==> config.mk <==
export PLATFORM = sky130hd
export DESIGN_NAME = rgb_to_hsv_converter_core
export DESIGN_NICKNAME = d
export VERILOG_FILES = /design/src/design/rgbhsv_pkg.sv /design/src/design/rgbhsv_front.sv /design/src/design/rgbhsv_div.sv /design/src/design/rgb_to_hsv_converter_core.sv
export SDC_FILE = /design/constraint.sdc
export NUM_CORES = 2
export LEC_CHECK = 0
export BUFFER_PORTS_ARGS = -buffer_cell sky130_fd_sc_hd__buf_2
export CELL_PAD_IN_SITES_DETAIL_PLACEMENT = 1
export CELL_PAD_IN_SITES_GLOBAL_PLACEMENT = 1
export CORE_MARGIN = 2
export CORE_UTILIZATION = 54
export DETAILED_ROUTE_END_ITERATION = 8
export HOLD_SLACK_MARGIN = 0.08
export PLACE_DENSITY = 0.83
export SETUP_SLACK_MARGIN = 0.3
export SYNTH_ARGS = -nofsm -noshare
export SYNTH_HDL_FRONTEND = slang
export SYNTH_HIERARCHICAL = 1
export SYNTH_SLANG_ARGS = --single-unit
==> constraint.sdc <==
create_clock -name clk_i -period 8.24 [get_ports clk_i]
set_input_delay 2.06 -clock clk_i [delete_from_list [all_inputs] [get_ports clk_i]]
set_output_delay 2.06 -clock clk_i [all_outputs]
set_load 0.02 [all_outputs]
==> src/design/rgbhsv_pkg.sv <==
// ----------------------------------------------------------------------------
// rgbhsv_pkg
// shared field widths, stream packing and sextant codes of the rgb to hsv core
// ----------------------------------------------------------------------------
package rgbhsv_pkg;

  // every field on the stream ports is this wide
  localparam int FIELD_BITS = 16;
  localparam int FIELDS     = 4;
  localparam int TDATA_BITS = FIELD_BITS * FIELDS;

  // bit offsets of the fields inside tdata
  localparam int OFS_0 = 0;
  localparam int OFS_1 = FIELD_BITS;
  localparam int OFS_2 = 2 * FIELD_BITS;
  localparam int OFS_3 = 3 * FIELD_BITS;

  // which channel holds the maximum, and which side of red for hue wrap
  typedef enum logic [1:0] {
    SEXT_RED_UP = 2'd0,  // red max, green >= blue
    SEXT_RED_DN = 2'd1,  // red max, green <  blue
    SEXT_GREEN  = 2'd2,  // green max
    SEXT_BLUE   = 2'd3   // blue max
  } sext_e;

endpackage

==> src/design/rgbhsv_front.sv <==
// ----------------------------------------------------------------------------
// rgbhsv_front
// three register stages: max/min and sextant, channel span, divider operands
// ----------------------------------------------------------------------------
module rgbhsv_front #(
  parameter int CW = 16
) (
  input  logic            clk_i,
  input  logic [2:0]      en_i,
  input  logic [CW-1:0]   red_i,
  input  logic [CW-1:0]   green_i,
  input  logic [CW-1:0]   blue_i,
  input  logic [CW-1:0]   alpha_i,
  output logic [CW+2:0]   hue_num_o,
  output logic [CW+2:0]   hue_div_o,
  output logic [CW-1:0]   sat_hi_o,
  output logic [CW-1:0]   sat_lo_o,
  output logic [CW-1:0]   sat_div_o,
  output logic            zero_o,
  output logic [CW-1:0]   value_o,
  output logic [CW-1:0]   alpha_o
);

  // stage 0
  logic [CW-1:0]       hi_d, lo_d, hi0_q, lo0_q, alpha0_q;
  logic signed [CW:0]  diff_d, diff0_q;
  rgbhsv_pkg::sext_e   sext_d, sext0_q;
  logic                red_max, green_max;

  // stage 1
  logic [CW-1:0]       span_d, span1_q, hi1_q, alpha1_q;
  logic signed [CW:0]  diff1_q;
  rgbhsv_pkg::sext_e   sext1_q;

  // stage 2
  logic [CW+2:0]       kd;
  logic signed [CW+3:0] num_s;
  logic [2*CW-1:0]     sat_n;
  logic [CW+2:0]       num_q, div6_q;
  logic [2*CW-1:0]     sat_n_q;
  logic [CW-1:0]       hi2_q, alpha2_q;
  logic                zero_q;

  always_comb begin
    red_max   = (red_i >= green_i) && (red_i >= blue_i);
    green_max = !red_max && (green_i >= blue_i);
    hi_d      = red_max ? red_i : (green_max ? green_i : blue_i);
    lo_d      = (red_i <= green_i) ? ((red_i <= blue_i) ? red_i : blue_i)
                                   : ((green_i <= blue_i) ? green_i : blue_i);
    if (red_max) begin
      diff_d = $signed({1'b0, green_i}) - $signed({1'b0, blue_i});
      sext_d = (green_i >= blue_i) ? rgbhsv_pkg::SEXT_RED_UP : rgbhsv_pkg::SEXT_RED_DN;
    end else if (green_max) begin
      diff_d = $signed({1'b0, blue_i}) - $signed({1'b0, red_i});
      sext_d = rgbhsv_pkg::SEXT_GREEN;
    end else begin
      diff_d = $signed({1'b0, red_i}) - $signed({1'b0, green_i});
      sext_d = rgbhsv_pkg::SEXT_BLUE;
    end
  end

  always_ff @(posedge clk_i) begin
    if (en_i[0]) begin
      hi0_q    <= hi_d;
      lo0_q    <= lo_d;
      diff0_q  <= diff_d;
      sext0_q  <= sext_d;
      alpha0_q <= alpha_i;
    end
  end

  assign span_d = hi0_q - lo0_q;

  always_ff @(posedge clk_i) begin
    if (en_i[1]) begin
      span1_q  <= span_d;
      diff1_q  <= diff0_q;
      sext1_q  <= sext0_q;
      hi1_q    <= hi0_q;
      alpha1_q <= alpha0_q;
    end
  end

  // sextant offset k * span, then the signed difference on top
  always_comb begin
    unique case (sext1_q)
      rgbhsv_pkg::SEXT_RED_UP: kd = '0;
      rgbhsv_pkg::SEXT_RED_DN: kd = ({3'b0, span1_q} << 2) + ({3'b0, span1_q} << 1);
      rgbhsv_pkg::SEXT_GREEN:  kd = {3'b0, span1_q} << 1;
      rgbhsv_pkg::SEXT_BLUE:   kd = {3'b0, span1_q} << 2;
      default:                 kd = '0;
    endcase
    num_s = $signed({1'b0, kd}) + (CW+4)'(diff1_q);
    // span * full scale = span * 2^CW - span
    sat_n = {span1_q, {CW{1'b0}}} - (2*CW)'(span1_q);
  end

  always_ff @(posedge clk_i) begin
    if (en_i[2]) begin
      num_q    <= num_s[CW+2:0];
      div6_q   <= ({3'b0, span1_q} << 2) + ({3'b0, span1_q} << 1);
      sat_n_q  <= sat_n;
      zero_q   <= (span1_q == '0);
      hi2_q    <= hi1_q;
      alpha2_q <= alpha1_q;
    end
  end

  assign hue_num_o = num_q;
  assign hue_div_o = div6_q;
  assign sat_hi_o  = sat_n_q[2*CW-1:CW];
  assign sat_lo_o  = sat_n_q[CW-1:0];
  assign sat_div_o = hi2_q;
  assign zero_o    = zero_q;
  assign value_o   = hi2_q;
  assign alpha_o   = alpha2_q;

endmodule

==> src/design/rgbhsv_div.sv <==
// ----------------------------------------------------------------------------
// rgbhsv_div
// pipelined restoring divider, one quotient bit per register stage
// ----------------------------------------------------------------------------
module rgbhsv_div #(
  parameter int DW = 19,
  parameter int QW = 16
) (
  input  logic          clk_i,
  input  logic [QW-1:0] en_i,
  input  logic [DW-1:0] rem_i,   // upper dividend part, below the divisor
  input  logic [QW-1:0] low_i,   // lower dividend bits, shifted in msb first
  input  logic [DW-1:0] div_i,
  output logic [QW-1:0] quot_o
);

  logic [DW-1:0] rem_q  [QW];
  logic [DW-1:0] div_q  [QW];
  logic [QW-1:0] low_q  [QW];
  logic [QW-1:0] quot_q [QW];

  logic [DW-1:0] rem_p  [QW];
  logic [DW-1:0] div_p  [QW];
  logic [QW-1:0] low_p  [QW];
  logic [QW-1:0] quot_p [QW];

  for (genvar k = 0; k < QW; k++) begin : g_stage
    logic [DW:0] trial;
    logic [DW:0] sub;
    logic        take;

    if (k == 0) begin : g_first
      assign rem_p[k]  = rem_i;
      assign div_p[k]  = div_i;
      assign low_p[k]  = low_i;
      assign quot_p[k] = '0;
    end else begin : g_next
      assign rem_p[k]  = rem_q[k-1];
      assign div_p[k]  = div_q[k-1];
      assign low_p[k]  = low_q[k-1];
      assign quot_p[k] = quot_q[k-1];
    end

    assign trial = {rem_p[k], low_p[k][QW-1]};
    assign sub   = trial - {1'b0, div_p[k]};
    assign take  = (trial >= {1'b0, div_p[k]});

    always_ff @(posedge clk_i) begin
      if (en_i[k]) begin
        rem_q[k]  <= take ? sub[DW-1:0] : trial[DW-1:0];
        div_q[k]  <= div_p[k];
        low_q[k]  <= {low_p[k][QW-2:0], 1'b0};
        quot_q[k] <= {quot_p[k][QW-2:0], take};
      end
    end
  end

  assign quot_o = quot_q[QW-1];

endmodule

==> src/design/rgb_to_hsv_converter_core.sv <==
// ----------------------------------------------------------------------------
// rgb_to_hsv_converter_core
// streaming rgba to hsva pixel converter
// ----------------------------------------------------------------------------
// usage:
//   slave stream takes one pixel per transfer, master stream gives one hsva
//   pixel per transfer, in the same order. pixels are independent.
// latency and throughput:
//   3 + CHANNEL_BITS register stages (19 at the default): three front stages
//   for max/min, span and divider operands, then one stage per quotient bit
//   in the two parallel restoring dividers (hue and saturation). one pixel
//   per clock is sustained while output is ready; divider depth sets latency.
// stalls:
//   each stage holds a valid bit; a stage loads when it is empty or when the
//   stage after it moves, so bubbles collapse and the input keeps taking
//   transfers while a result waits, until every stage is full.
// reset:
//   rst_ni clears all valid bits at once; data registers are not reset.
// special cases:
//   when max equals min (grey or black pixel) the dividers see a zero span;
//   hue and saturation are forced to zero at the output.
// ----------------------------------------------------------------------------
module rgb_to_hsv_converter_core #(
  parameter int CHANNEL_BITS = 16
) (
  input  logic                              clk_i,
  input  logic                              rst_ni,
  // tdata: red, green, blue, alpha_in (16 bits each, lowest first)
  input  logic [rgbhsv_pkg::TDATA_BITS-1:0] s_axis_tdata_i,
  input  logic                              s_axis_tvalid_i,
  output logic                              s_axis_tready_o,
  // tdata: hue, saturation, value, alpha_out (16 bits each, lowest first)
  output logic [rgbhsv_pkg::TDATA_BITS-1:0] m_axis_tdata_o,
  output logic                              m_axis_tvalid_o,
  input  logic                              m_axis_tready_i
);

  localparam int CW     = CHANNEL_BITS;
  localparam int FW     = rgbhsv_pkg::FIELD_BITS;
  localparam int FRONT  = 3;
  localparam int STAGES = FRONT + CW;

  // valid bit per stage and the ready chain from the output backwards
  logic [STAGES-1:0] v_q;
  logic [STAGES:0]   ready;
  logic [STAGES-1:0] v_in;

  // front outputs
  logic [CW+2:0] hue_num, hue_div;
  logic [CW-1:0] sat_hi, sat_lo, sat_div, value_f, alpha_f;
  logic          zero_f;

  // divider results
  logic [CW-1:0] hue_quot, sat_quot;

  // sideband that rides along the divider stages
  logic [CW-1:0] value_q [CW];
  logic [CW-1:0] alpha_q [CW];
  logic          zero_q  [CW];

  logic [CW-1:0] hue_res, sat_res;

  assign ready[STAGES] = m_axis_tready_i;
  assign v_in[0]       = s_axis_tvalid_i;

  for (genvar i = 0; i < STAGES; i++) begin : g_ctl
    assign ready[i] = !v_q[i] || ready[i+1];
    if (i > 0) begin : g_vin
      assign v_in[i] = v_q[i-1];
    end
  end

  always_ff @(posedge clk_i or negedge rst_ni) begin
    if (!rst_ni) begin
      v_q <= '0;
    end else begin
      for (int i = 0; i < STAGES; i++) begin
        if (ready[i]) begin
          v_q[i] <= v_in[i];
        end
      end
    end
  end

  assign s_axis_tready_o = ready[0];

  // field bits above the channel width are dropped here
  rgbhsv_front #(
    .CW (CW)
  ) u_front (
    .clk_i     (clk_i),
    .en_i      (ready[FRONT-1:0]),
    .red_i     (CW'(s_axis_tdata_i[rgbhsv_pkg::OFS_0 +: FW])),
    .green_i   (CW'(s_axis_tdata_i[rgbhsv_pkg::OFS_1 +: FW])),
    .blue_i    (CW'(s_axis_tdata_i[rgbhsv_pkg::OFS_2 +: FW])),
    .alpha_i   (CW'(s_axis_tdata_i[rgbhsv_pkg::OFS_3 +: FW])),
    .hue_num_o (hue_num),
    .hue_div_o (hue_div),
    .sat_hi_o  (sat_hi),
    .sat_lo_o  (sat_lo),
    .sat_div_o (sat_div),
    .zero_o    (zero_f),
    .value_o   (value_f),
    .alpha_o   (alpha_f)
  );

  // hue: (k*span + diff) * 2^CW / (6*span), numerator below the divisor
  rgbhsv_div #(
    .DW (CW + 3),
    .QW (CW)
  ) u_hue_div (
    .clk_i  (clk_i),
    .en_i   (ready[FRONT +: CW]),
    .rem_i  (hue_num),
    .low_i  ('0),
    .div_i  (hue_div),
    .quot_o (hue_quot)
  );

  // saturation: span * full scale / max
  rgbhsv_div #(
    .DW (CW),
    .QW (CW)
  ) u_sat_div (
    .clk_i  (clk_i),
    .en_i   (ready[FRONT +: CW]),
    .rem_i  (sat_hi),
    .low_i  (sat_lo),
    .div_i  (sat_div),
    .quot_o (sat_quot)
  );

  for (genvar k = 0; k < CW; k++) begin : g_side
    if (k == 0) begin : g_first
      always_ff @(posedge clk_i) begin
        if (ready[FRONT+k]) begin
          value_q[k] <= value_f;
          alpha_q[k] <= alpha_f;
          zero_q[k]  <= zero_f;
        end
      end
    end else begin : g_next
      always_ff @(posedge clk_i) begin
        if (ready[FRONT+k]) begin
          value_q[k] <= value_q[k-1];
          alpha_q[k] <= alpha_q[k-1];
          zero_q[k]  <= zero_q[k-1];
        end
      end
    end
  end

  // zero span means grey or black: no meaningful quotient
  assign hue_res = zero_q[CW-1] ? '0 : hue_quot;
  assign sat_res = zero_q[CW-1] ? '0 : sat_quot;

  assign m_axis_tvalid_o = v_q[STAGES-1];
  assign m_axis_tdata_o  = {FW'(alpha_q[CW-1]), FW'(value_q[CW-1]),
                            FW'(sat_res), FW'(hue_res)};

endmodule

### Word-level counts from Yosys, hierarchy flattened

Memories as Yosys holds them, arrays and structs flattened.
Cells that the tools add are included.

| cells by class | value |
|---|---|
| equality and inequality tests | 3 |
| divide/modulo/power cells | 0 |
| reduce and logical (&&, ||, !) cells | 43 |
| shift operators | 0 |
| bitwise logic cells | 0 |
| muxes and demuxes | 77 |
| $lt $le $gt $ge | 38 |
| $add $sub $neg | 39 |
| multipliers | 0 |

Operator list:

| operator | count |
|---|---|
| 16-bit two-way mux | 23 |
| 20-bit by 19-bit greater-or-equal comparator with 1-bit output | 16 |
| 19-bit two-way mux | 16 |
| 19-bit subtractor | 16 |
| 17-bit by 16-bit greater-or-equal comparator with 1-bit output | 16 |
| 16-bit subtractor | 17 |
| 19-bit one-hot mux with 4 select lines | 1 |
| 16-bit by 16-bit subtractor with 17-bit output | 3 |
| 16-bit greater-or-equal comparator | 3 |
| 16-bit <= comparator | 3 |
| 1-bit two-way mux | 34 |
| 17-bit two-way mux | 2 |
| 32-bit by 16-bit subtractor with 32-bit output | 1 |
| 1-bit logical NOT | 20 |
| 18-bit by 17-bit adder with 19-bit output | 1 |
| 19-bit by 17-bit adder with 19-bit output | 1 |
| 1-bit logical OR | 19 |
| 16-bit logical NOT | 1 |
| 2-bit == test, second input constant | 2 |
| 2-bit by 1-bit == test with 1-bit output, second input constant | 1 |
| 1-bit logical AND | 2 |
| 2-bit logical NOT | 1 |
| 2-bit two-way mux | 1 |

| word-level totals | value |
|---|---|
| memories kept | 11 |
| bits in latches | 0 |
| RAM bits | 2640 |
| register bits | 256 |
| input port bits | 68 |
| word-level logic and storage cells | 246 |
| ROM bits | 0 |

Memory list:

| name | depth | bits a word | read ports | clocked after Yosys merged registers in | write ports | RTL line | text |
|---|---|---|---|---|---|---|---|
| u_hue_div.div_q | 16 | 19 | 15 | 0 | 16 | rgbhsv_div.sv:18 | `logic [DW-1:0] div_q [QW];` |
| u_hue_div.rem_q | 16 | 19 | 15 | 0 | 16 | rgbhsv_div.sv:17 | `logic [DW-1:0] rem_q [QW];` |
| alpha_q | 16 | 16 | 16 | 0 | 16 | rgb_to_hsv_converter_core.sv:58 | `logic [CW-1:0] alpha_q [CW];` |
| u_hue_div.quot_q | 16 | 16 | 16 | 0 | 16 | rgbhsv_div.sv:20 | `logic [QW-1:0] quot_q [QW];` |
| u_sat_div.div_q | 16 | 16 | 15 | 0 | 16 | rgbhsv_div.sv:18 |  |
| u_sat_div.quot_q | 16 | 16 | 16 | 0 | 16 | rgbhsv_div.sv:20 |  |
| 5 more memories | -- | -- | -- | -- | -- | -- |  |

### Depth between registers and ports, before layout

| logic depth | value |
|---|---|
| word-level depth | 20 |
| gate-level depth with buffers | 19 |
| depth with buffers taken out | 18 |

### By module

Netlist, hierarchy kept.

By module, submodules not included:

| module | sequential area each (um^2) | area each (um^2) | cells an instance | instances |
|---|---|---|---|---|
| rgbhsv_div (u_hue_div) | 24803.8 | 43291.5 | 3563 | 1 |
| rgbhsv_div (u_sat_div) | 22101.2 | 36782.8 | 2836 | 1 |
| rgb_to_hsv_converter_core | 16330.7 | 17146.4 | 668 | 1 |
| rgbhsv_front | 7026.7 | 14087.3 | 1245 | 1 |

### Worst setup path before layout

OpenSTA, ideal clock, no wires.

| timing | value |
|---|---|
| path type | input -> register |
| from | input m_axis_tready_i |
| to | memory alpha_q[1][0] (netlist: alpha_q[0][16]), enable pin |
| setup time | 1.769 ns |
| arrival time | 6.529 ns |
| required time | 6.471 ns |
| path buffers | 2 |
| setup slack | -0.058 ns |
| cell stages on the path | 5 |
| cell sequence | and4b_2 > and3_1 > buf_2 > buf_4 > nand4_1 |

RTL lines:

| what | RTL line | text |
|---|---|---|
| from (decl) | rgb_to_hsv_converter_core.sv:35 | `input logic m_axis_tready_i` |
| to (decl) | rgb_to_hsv_converter_core.sv:58 |  |

### Worst setup path after layout

| timing | value |
|---|---|
| from | input m_axis_tready_i |
| to | output s_axis_tready_o |

| on the way | value |
|---|---|
| longest elaborated chain between the ends | 19 |

Ends and longest elaborated chain:

| what | RTL line | text |
|---|---|---|
| 1-bit logical OR (3 in series) | rgb_to_hsv_converter_core.sv:67 | `assign ready[i] = !v_q[i] \|\| ready[i+1];` |
| net ready[16] | rgb_to_hsv_converter_core.sv:45 | `logic [STAGES:0] ready;` |
| 1-bit logical OR (16 in series) | rgb_to_hsv_converter_core.sv:67 |  |
| to (decl) | rgb_to_hsv_converter_core.sv:31 | `output logic s_axis_tready_o,` |

The timed path passes the listed nets, and every way through them passes these cells.

==> flow_summary.yaml <==
setup_path:
  required_ps: 6180
  cp_data_arrival_time_ps: 4530
  cp-start-kind: "primary input"
  crit_fanout: 20
  path_delay_family: "simple AND/OR/NAND/NOR gates"
  path_cells: "buf_2, and4b_2, inv_6, nor4_4, nand4_1, buf_2"
  critical_path_class: "in2out"
  end_kind: "output pin"
  cpMostUsedCell: "buf_2"
  cp_slowest_cell: "nand4_1"
  cp_num_buf_inv: 3
  slowest_delay_ps: 700
global_routing:
  antenna_found_initial: 2
  grt.total_usage_pct: 25.7
  grt_pass1_vias: 73555
  grt_max_degree: 137
  grt_pass1_wl_um: 421000
  busiest_layer: "met2"
  use_met3_pct: 2.84
  grtUsageMet1_pct: 28.5
  grt.overflow.total: 0
  met2_usage_pct: 49.1
synth:
  synth_cell_types: 122
  yosys.area.top_type: "edfxtp_1"
  netlist_instances: 8312
  yosys_warnings: 6
  synth_common_cells: "edfxtp_1 (2324), inv_1 (806), ha_1 (673)"
  synth.most_common_cell: "edfxtp_1"
  ys_seq_elements: 2343
  synth_area_per_cell_um2: 13.4
  netlist_area_mm2: 0.111
  synth_ff_type: "edfxtp_1"
  async_reset_ff_share_pct: 0.811
  synth_top_area_share_pct: 62.7
  synthTopCellsByArea: "edfxtp_1 (63%), ha_1 (7.6%), inv_1 (2.7%)"
  synth-edff-count: 2324
  yosysSeqAreaShare_pct: 63.1
placed_design:
  place_ws_ps: 1640
  gp_congestion: 0.917
  port_buffers: 133
  placed_cells: 11019
  hpwl_um: 192000
job:
  maxCapViolCount: 0
sta:
  final.setup.tns_ps: 0
  max_freq_ghz: 0.152
  period_share_pct: 80.0
  slew-limit-headroom_pct: 12.2
  rsz0062_at_grt: "false"
  tightest_slew_ps: 1320
  setup_viol: 0
  final_max_slew_viol_count: 0
  post-route-min-period_ps: 6590
  hold_viol_final: 0
  layout_setup_ws_ps: 1650
  skew_ps: 46.5
drt:
  vias: 67695
  drt-total-wl_um: 274000
  avgRoutedWirePerCell_um: 23.9
  drc: 0
  dr.pass1.iters: 6
  viasPerCell: 5.91
  ant_nets: 0
  drt_iter0_drc: 4527
floorplanning:
  core_area_mm2: 0.205
  dieHeight_um: 458
  fp-row-count: 166
  die-area_mm2: 0.210
  start_util_pct: 54.4
  die_x_um: 458
  ios: 134
finish:
  fin_util_pct: 60.0
  drive_gt1_share_pct: 9.55
  stdcell_count: 11453
  num-nets-final: 9341
  area_growth_pct: 10.4
cts:
  cts_resized: 0
  cts_hold_buf: 0
  cts_tree: "yes"
  clk_pin_slew_worst_paths_ps: 60
  cts_buffer_depth: 3
  root_buffer: "clkbuf_16"
  ctsHtreeMaxLevel: 4
  clock_latency_ps: 900
  post_cts_buffers: 0
  numCtsBuffers: 230
  cts.sinks: 2343
hold_path:
  worstHoldPathType: "reg2reg"
run_status:
  status: "finished, final reports clean"
-- stage by stage --
step / cell area, um2 / hold slack [ps]
after global routing: 123000 / 398
after floorplan: 111000 / 400
final: 123000 / 407
after CTS: 123000 / 403
after global placement: 115000 / 401
after detailed placement: 115000 / 406
-- area by class of cell --
type	instances	area, um2
fillers	19725	81900
multi-input cells	4995	37300
clock buffers	267	5890
inverters	812	3070
clock inverters	161	1890
well taps	2688	3360
diodes	5	12.5
flip-flops and latches	2343	70300
repair buffers	182	1130
-- final timing paths --
kind                                              startpoint                         endpoint  slack [ps]  cells past startpoint
worst max-delay path                         m_axis_tready_i                  s_axis_tready_o        1650                      6
worst min-delay path                value_q[0][74]$_DFFE_PP_         value_q[0][90]$_DFFE_PP_         410                      0
worst max register to register  u_front/span1_q[0]$_DFFE_PP_  u_front/hue_num_o[17]$_DFFE_PP_        3760                     17
worst min register to register      value_q[0][74]$_DFFE_PP_         value_q[0][90]$_DFFE_PP_         410                      0
max in group asynchronous                             rst_ni               v_q[1]$_DFFE_PN0P_        6800                      1
min in group asynchronous                             rst_ni              v_q[18]$_DFFE_PN0P_        1110                      1
-- routing by layer --
metal,up-vias,part of all wire (%)
li1,31433,-
met4,0,4.7
met3,621,3.1
met5,-,0
met2,1635,54
met1,34006,38
-- cells in the final DEF (no fill, tap or decap), drive strengths merged, types with 31 or more instances in the layout --
cell type / count
edfxtp: 2324
nand2b: 132
mux2: 259
a21boi: 41
bufinv: 31
nor3: 120
mux2i: 63
ha: 673
inv: 818
o21bai: 32
nor2: 444
nand4: 96
a211oi: 67
o21a: 142
a31oi: 71
o21ai: 469
a21o: 172
clkbuf: 268
o31a: 47
clkinv: 106
nand2: 432
xnor2: 278
buf: 181
o31ai: 73
a21oi: 426
o211ai: 42
nor2b: 135
or3: 44
xor2: 155
and3: 37
fa: 36
nand3: 114
-- sequential cells by signal, summed over array words and instances (netlist names), 17 cells and up --
register           cells
u_front/sat_n_q       32
u_hue_div/low_q      120
alpha_q              256
value_q              256
v_q                   19
u_sat_div/quot_q     136
u_front/diff0_q       17
u_sat_div/low_q      120
u_hue_div/quot_q     136
u_front/hue_num_o     19
u_hue_div/div_q      285
u_sat_div/rem_q      240
u_hue_div/rem_q      285
u_sat_div/div_q      240
u_front/diff1_q       17
-- logic make-up after synthesis --
group                    count (synthesis)  synth area share [%]
other                                    2               0.00675
AND/OR/NAND/NOR                       1686                  7.48
AO/OA/AOI/OAI                         1827                  10.9
XOR/XNOR                               433                  3.41
flip-flops                            2343                  63.1
multiplexers                           322                  3.26
buffers and inverters                  990                  3.64
adder cells (fa/ha/maj)                709                  8.21
Power is left out: the tool's default activity adds up to more than one toggle a clock period on the data nets, which glitch-free logic cannot reach.
